[config.mk]
export PLATFORM = sky130hd
export DESIGN_NAME = fgce_col_update
export DESIGN_NICKNAME = d
export VERILOG_FILES = /design/src/fgce_pkg.sv /design/src/fgce_col_update.sv
export SDC_FILE = /design/constraint.sdc
export NUM_CORES = 1
export LEC_CHECK = 0
export BUFFER_PORTS_ARGS = -buffer_cell sky130_fd_sc_hd__buf_4
export CAP_MARGIN = 10
export CELL_PAD_IN_SITES_DETAIL_PLACEMENT = 1
export CELL_PAD_IN_SITES_GLOBAL_PLACEMENT = 2
export CORE_UTILIZATION = 23
export DETAILED_ROUTE_END_ITERATION = 8
export PLACE_DENSITY_LB_ADDON = 0.1
export RECOVER_POWER = 100
export SLEW_MARGIN = 20
export SYNTH_ARGS = -nofsm -noshare
export SYNTH_HDL_FRONTEND = slang
export SYNTH_SLANG_ARGS = --single-unit
[constraint.sdc]
create_clock -name vclk -period 5.9
set_input_delay 0.885 -clock vclk [all_inputs]
set_output_delay 0.885 -clock vclk [all_outputs]
set_load 0.01 [all_outputs]
[src/fgce_pkg.sv]
// Falling glyph column engine: shared types and constants.
// Used by fgce_col_store, fgce_col_update, falling_glyph_column_engine_top and the testbench.
package fgce_pkg;

  typedef enum logic [1:0] {
    MODE_IDLE  = 2'd0,
    MODE_DROP  = 2'd1,
    MODE_PAUSE = 2'd2,
    MODE_SLIDE = 2'd3
  } mode_t;

  typedef struct packed {
    mode_t       mode;
    logic [6:0]  head;
    logic [7:0]  timer;
    logic [2:0]  speed;
  } rec_t;

  // Cell overrides for the emit pass of one tick
  typedef struct packed {
    logic        fall_en;
    logic        bright;
    logic [6:0]  head;
    logic [2:0]  fall_n;
    logic [2:0]  fall_cnt;
    logic        stop_en;
    logic        slide_en;
    logic [2:0]  shift;
  } plan_t;

  localparam logic [6:0]  GLYPH_COUNT = 7'd80;
  localparam logic [6:0]  GLYPH_RESET = 7'd79;
  localparam logic [6:0]  ROWS_RESET  = 7'd60;
  localparam logic [6:0]  ROWS_MIN    = 7'd6;
  localparam logic [7:0]  LEVEL_STICKY = 8'd255;
  localparam logic [7:0]  LEVEL_HEAD  = 8'd254;
  localparam logic [12:0] DECAY_MUL   = 13'd6554;

endpackage

[src/fgce_col_update.sv]
// Mode record step for one column tick, plus the cell plan for the emit pass.
// Depends on fgce_pkg.
module fgce_col_update (
  input  fgce_pkg::rec_t  cur,
  input  logic [31:0]     rand_word,
  input  logic [6:0]      rows,
  output fgce_pkg::rec_t  nxt,
  output fgce_pkg::plan_t plan
);

  logic [2:0] n;
  logic       hin;
  logic [6:0] room;
  logic [2:0] cnt;
  logic [6:0] hend;
  logic       tpos;
  logic [7:0] t1;
  logic [7:0] tdec;
  logic       bottom;

  always_comb begin
    n      = (cur.speed > 3'd4) ? 3'd4 : cur.speed;
    hin    = cur.head < rows;
    room   = rows - cur.head;
    cnt    = hin ? ((room < {4'd0, n}) ? room[2:0] : n) : 3'd0;
    hend   = cur.head + {4'd0, cnt};
    tpos   = !cur.timer[7] && (cur.timer != 8'd0);
    t1     = tpos ? cur.timer - 8'd1 : cur.timer;
    tdec   = cur.timer - 8'd1;
    bottom = hend >= rows;

    nxt  = cur;
    plan = '0;
    plan.head = cur.head;

    unique case (cur.mode)
      fgce_pkg::MODE_IDLE: begin
        if (rand_word[7:4] == 4'hf) begin
          nxt.mode  = fgce_pkg::MODE_DROP;
          nxt.head  = 7'd0;
          nxt.speed = {1'b0, rand_word[31:30]} + 3'd1;
          nxt.timer = 8'd0;
        end else if (rand_word[15:12] == 4'hf) begin
          nxt.mode  = fgce_pkg::MODE_SLIDE;
          nxt.timer = {4'd0, rand_word[31:28]} + 8'd15;
          nxt.speed = {1'b0, rand_word[25:24]} + 3'd2;
        end
      end
      fgce_pkg::MODE_DROP: begin
        plan.fall_en  = 1'b1;
        plan.bright   = tpos;
        plan.fall_n   = n;
        plan.fall_cnt = cnt;
        nxt.timer = t1;
        nxt.head  = hend;
        nxt.mode  = bottom ? fgce_pkg::MODE_IDLE : fgce_pkg::MODE_DROP;
        if (t1 == 8'd0) begin
          if (rand_word[13:8] == 6'h3f) begin
            nxt.timer = {4'd0, rand_word[31:28]} + 8'd8;
          end else if (!bottom && cur.speed > 3'd1 && rand_word[6:0] == 7'h7f) begin
            nxt.mode  = fgce_pkg::MODE_PAUSE;
            nxt.timer = {2'd0, rand_word[31:26]} + 8'd30;
          end
        end
      end
      fgce_pkg::MODE_PAUSE: begin
        plan.stop_en = hin;
        nxt.timer = tdec;
        if (tdec[7]) begin
          nxt.mode = fgce_pkg::MODE_DROP;
        end
      end
      fgce_pkg::MODE_SLIDE: begin
        plan.shift    = (cur.speed > 3'd5) ? 3'd5 : cur.speed;
        plan.slide_en = plan.shift != 3'd0;
        nxt.timer = tdec;
        if (tdec[7]) begin
          nxt.mode = fgce_pkg::MODE_IDLE;
        end
      end
      default: begin
        nxt = cur;
      end
    endcase
  end

endmodule

# Word level (Yosys, flattened, before mapping)
# Index checks and enable logic that the tools add are counted.
dict set report op_classes {
  addsub 8
  magnitude_cmp 6
  eq_ne 7
  mux 27
  n_reduce_logical 10
}
# op count
set ops {}
lappend ops {{$mux 8} 4}
lappend ops {{$pmux 8 s3} 1}
lappend ops {{$mux 11} 2}
lappend ops {{$mux 2} 8}
lappend ops {{$mux 3} 5}
lappend ops {{$pmux 7 s2} 1}
lappend ops {{$add 4x4->5 const B} 2}
lappend ops {{$eq 4x4->1 const B} 2}
lappend ops {{$logic_not 8->1} 1}
lappend ops {{$pmux 2 s4} 1}
lappend ops {{$reduce_bool 8->1} 1}
lappend ops {{$sub 8x1->8 const B} 1}
lappend ops {{$add 6x5->7 const B} 1}
lappend ops {{$add 7x3->7} 1}
lappend ops {{$eq 7x7->1 const B} 1}
lappend ops {{$ge 7x7->1} 1}
lappend ops {{$lt 7x3->1} 1}
lappend ops {{$lt 7x7->1} 1}
lappend ops {{$mux 7} 1}
lappend ops {{$sub 7x7->7} 1}
lappend ops {{$eq 6x6->1 const B} 1}
lappend ops {{$gt 3x3->1 const B} 2}
lappend ops {{$mux 6} 1}
lappend ops {{$eq 2x2->1 const B} 2}
lappend ops {{11 further kinds} 15}
dict set report word_totals {
  reg_bits 0
  in_bits 59
  output_inout_bits 40
}

# Depth between registers and ports, before layout
dict set report logic_depth {
  depth_word 14
  mapped_depth 25
}

# Worst setup path before layout
# No wires, ideal clock.
dict set report synth_timing {
  path_type {input to output}
  start {input rows[0]}
  end {output nxt[19] (netlist name)}
  arrival_ns 5.531
  t_required_ns 5.015
  path_slack_ns -0.516
  cell_stages 24
  n_path_buf 0
  cell_sequence {inv_1 -> ha_1 -> fa_1 -> inv_1 -> ha_1 -> a21o_1 -> a211oi_1 -> nand3_1 -> mux2_2 -> nor2_1 -> ha_1 -> fa_1 -> a21o_1 -> nand2_1 -> nor3_1 -> xnor2_1 -> ha_1 -> and3_1 -> a221o_1 -> a31oi_1 -> and3_1 -> nor2b_2 -> a211oi_1 -> a21oi_1}
}
# item line_no
set synth_lines {}
lappend synth_lines {{start: declaration} fgce_col_update.sv:6} ;# input logic [6:0] rows,
lappend synth_lines {{end: declaration} fgce_col_update.sv:7} ;# output fgce_pkg::rec_t nxt,

==> results_dict.tcl <==
set metrics [dict create \
    area_growth_pct 61.0 \
    regArea_um2 0 \
    cp-end-kind "output port" \
    mostFrequentLayoutCells "buf_4, nor2_1, inv_1, ha_1, nand2_1" \
    dr.pass1.iters 6 \
    netlist_instances 306 \
    ioPinCount 99 \
    timing.critical_path.fanout_max 4 \
    mostFrequentLayoutCell "buf_4" \
    synth_compound_area_share_pct 29.0 \
    yosys-mux-area-fraction_pct 2.72 \
    grt_pass1_vias 2849 \
    hold_class "primary input to output port" \
    synth_cell_types 56 \
    drive_gt1_share_pct 42.7 \
    max_freq_ghz 0.150 \
    synth_fp_nets 395 \
    final_util_pct 38.7 \
    final.setup.tns_ns -6.25 \
    final_antenna_net_count 0 \
    grt_max_degree 22 \
    start_kind "primary input" \
    setup_violations 9 \
    start_util_pct 24.0 \
    route.detailed.drc 3 \
    place_congestion 0.784 \
    ir_worst_vdd_uv 31.0 \
    grt_pass1_wl_um 13700 \
    finalHoldViolCount 0 \
    fin_ws_ns -0.747 \
    power.density_mw_per_mm2 83.7 \
    rsz0062_at_grt "true" \
    wl_per_cell_um 15.4 \
    antenna_found_initial 0 \
    min_period_ns 6.65 \
    status "finished, violations left" \
    syn-cell-area_mm2 0.00212 \
    nClkBuffers 0 \
    path_class "primary input to output port" \
    grt_overflow_total 0 \
    viasPerCell 4.89 \
    port_buffers 91 \
    total_leakage_power_uw 0.00158 \
    synth.avg_cell_area_um2 6.91 \
    diodes 0 \
    multi_input_comb_area_mm2 0.00206 \
    tightest_slew_ns 0.651 \
    design.seq.count 0 \
    required_ns 5.02 \
    synthSimpleGateAreaFrac_pct 30.0 \
    synth_top_family_by_area "simple AND/OR/NAND/NOR gates" \
    seq_area_frac_synth_pct 0 \
    vias 2672 \
    core_mm2 0.00881 \
    die-area_mm2 0.00959 \
    maxSlewHeadroom_pct 56.3 \
    fin_crit_sh_pct 113 \
    grt_usage_pct 17.4 \
    wirelength_um 8400 \
    dieHeight_um 97.9 \
    synth_xor_area_share_pct 8.28 \
    ys_warn_count 0 \
    die_w_um 97.9 \
    arrival_ns 5.76 \
    violations "design-rule violations, negative setup slack" \
    dp_hpwl_um 7200 \
    row_count 34 \
    finalMaxSlewViolations 0 \
    maxCapViolCount 0 \
    whs_ns 2.09 \
    synth_fa_ha_area_share_pct 18.5 \
    drt_iter0_drc 43 \
    layout.nets 529 \
    fill_cells 1138 \
]
==> critical path: stages <==
cell and delay [ns]:
buf_12 0.09, inv_12 0.03, ha_4 0.15, fa_2 0.54, inv_2 0.05, ha_4 0.20
a21o_1 0.17, a211oi_2 0.24, nand3_2 0.16, buf_4 0.18, mux2i_2 0.21, nor2_1 0.08
ha_1 0.33, a21o_1 0.15, nand2_2 0.07, nor3_4 0.22, xnor2_2 0.10, ha_1 0.32
and3_4 0.19, a221o_1 0.33, a31oi_1 0.16, buf_4 0.14, and3_4 0.20, nor2b_4 0.19
a21oi_2 0.07, o21a_1 0.20, buf_6 0.12
==> kinds of logic (layout without fill, tap and decap cells) <==
family	count (synthesis)	in the layout
buffers and inverters	47	179
adder cells (fa/ha/maj)	30	30
AO/OA/AOI/OAI	93	93
XOR/XNOR	20	20
AND/OR/NAND/NOR	111	111
multiplexers	5	5
==> layout make-up <==
class                           instances  area share (%)
Inverter                               30            3.67
Multi-Input combinational cell        259            60.5
Tap cell                              108            3.97
Timing Repair Buffer                  149            31.9
==> through the flow <==
| stage | setup WS (ns) | cells | instance area (um^2) | total power, uW |
|---|---|---|---|---|
| after floorplan | -0.296 | 306 | 2210 | 143 |
| after global placement | -0.864 | 539 | 3280 | 270 |
| after detailed placement | -0.909 | 539 | 3280 | 276 |
| after CTS | -0.777 | 544 | 3410 | 290 |
| after global routing | -0.992 | 546 | 3410 | 314 |
| final | -0.747 | 546 | 3410 | 285 |
==> power breakdown <==
part | switching [uW] | leakage (uW) | internal, uW
Clock | 0 | 0 | 0
Sequential | 0 | 0 | 0
Combinational | 140 | 0.00158 | 145
Total | 140 | 0.00158 | 145
==> Yosys cell counts, types with 2 or more instances <==
cell type  instances  area share, %
and2_1             2           0.59
o22ai_1            4            1.2
mux2_2             3            1.6
ha_1              28             17
nor2_2             2           0.59
o21a_1             3            1.1
buf_6              4            2.1
clkbuf_1           5           0.89
inv_1             30            5.3
o31ai_1            3            1.1
a211oi_1           7            2.5
fa_1               2            1.9
a21oi_1           25            5.9
o21ai_0           16            3.8
nand2_1           23            4.1
nor2_1            34            6.0
a21o_1             6            2.1
o31a_1             3            1.2
nand2b_1           4            1.2
and4_1             2           0.83
nand4_1            4            1.2
a31oi_1            4            1.2
or2_2              2           0.59
nor2b_1            7            2.1
nor3_1             8            1.9
a22o_1             7            2.9
nand3_1            7            1.7
xor2_1             7            2.9
xnor2_1           13            5.4
and3_1             2           0.59
buf_4              7            2.5
nor4_4             3            3.0
o21ai_1            6            1.4
==> layer usage <==
| layer | GRT usage (%) | share of wire, % | vias to the layer above |
|---|---|---|---|
| met5 | 0 | 0 | - |
| met4 | 0 | 0 | 0 |
| met3 | 0.143 | 1.5 | 0 |
| met2 | 37.0 | 56 | 28 |
| met1 | 20.0 | 43 | 1293 |
| li1 | - | - | 1351 |
==> worst paths after layout <==
check / startpoint / endpoint / slack [ns] / depth (start not counted)
min: cur[12] / plan[12] / 2.09 / 3
max: rows[0] / nxt[5] / -0.75 / 27
==> repair_timing <==
item / CTS / global route
gates resized for setup: 20 / 6
hold buffers: 0 / 0
endpoints found under the hold margin: 0 / 0
endpoints found under the setup margin: 9 / 9
buffers inserted: 5 / 2
pin swaps: 29 / 12
Power figures use the tool's default switching activity.
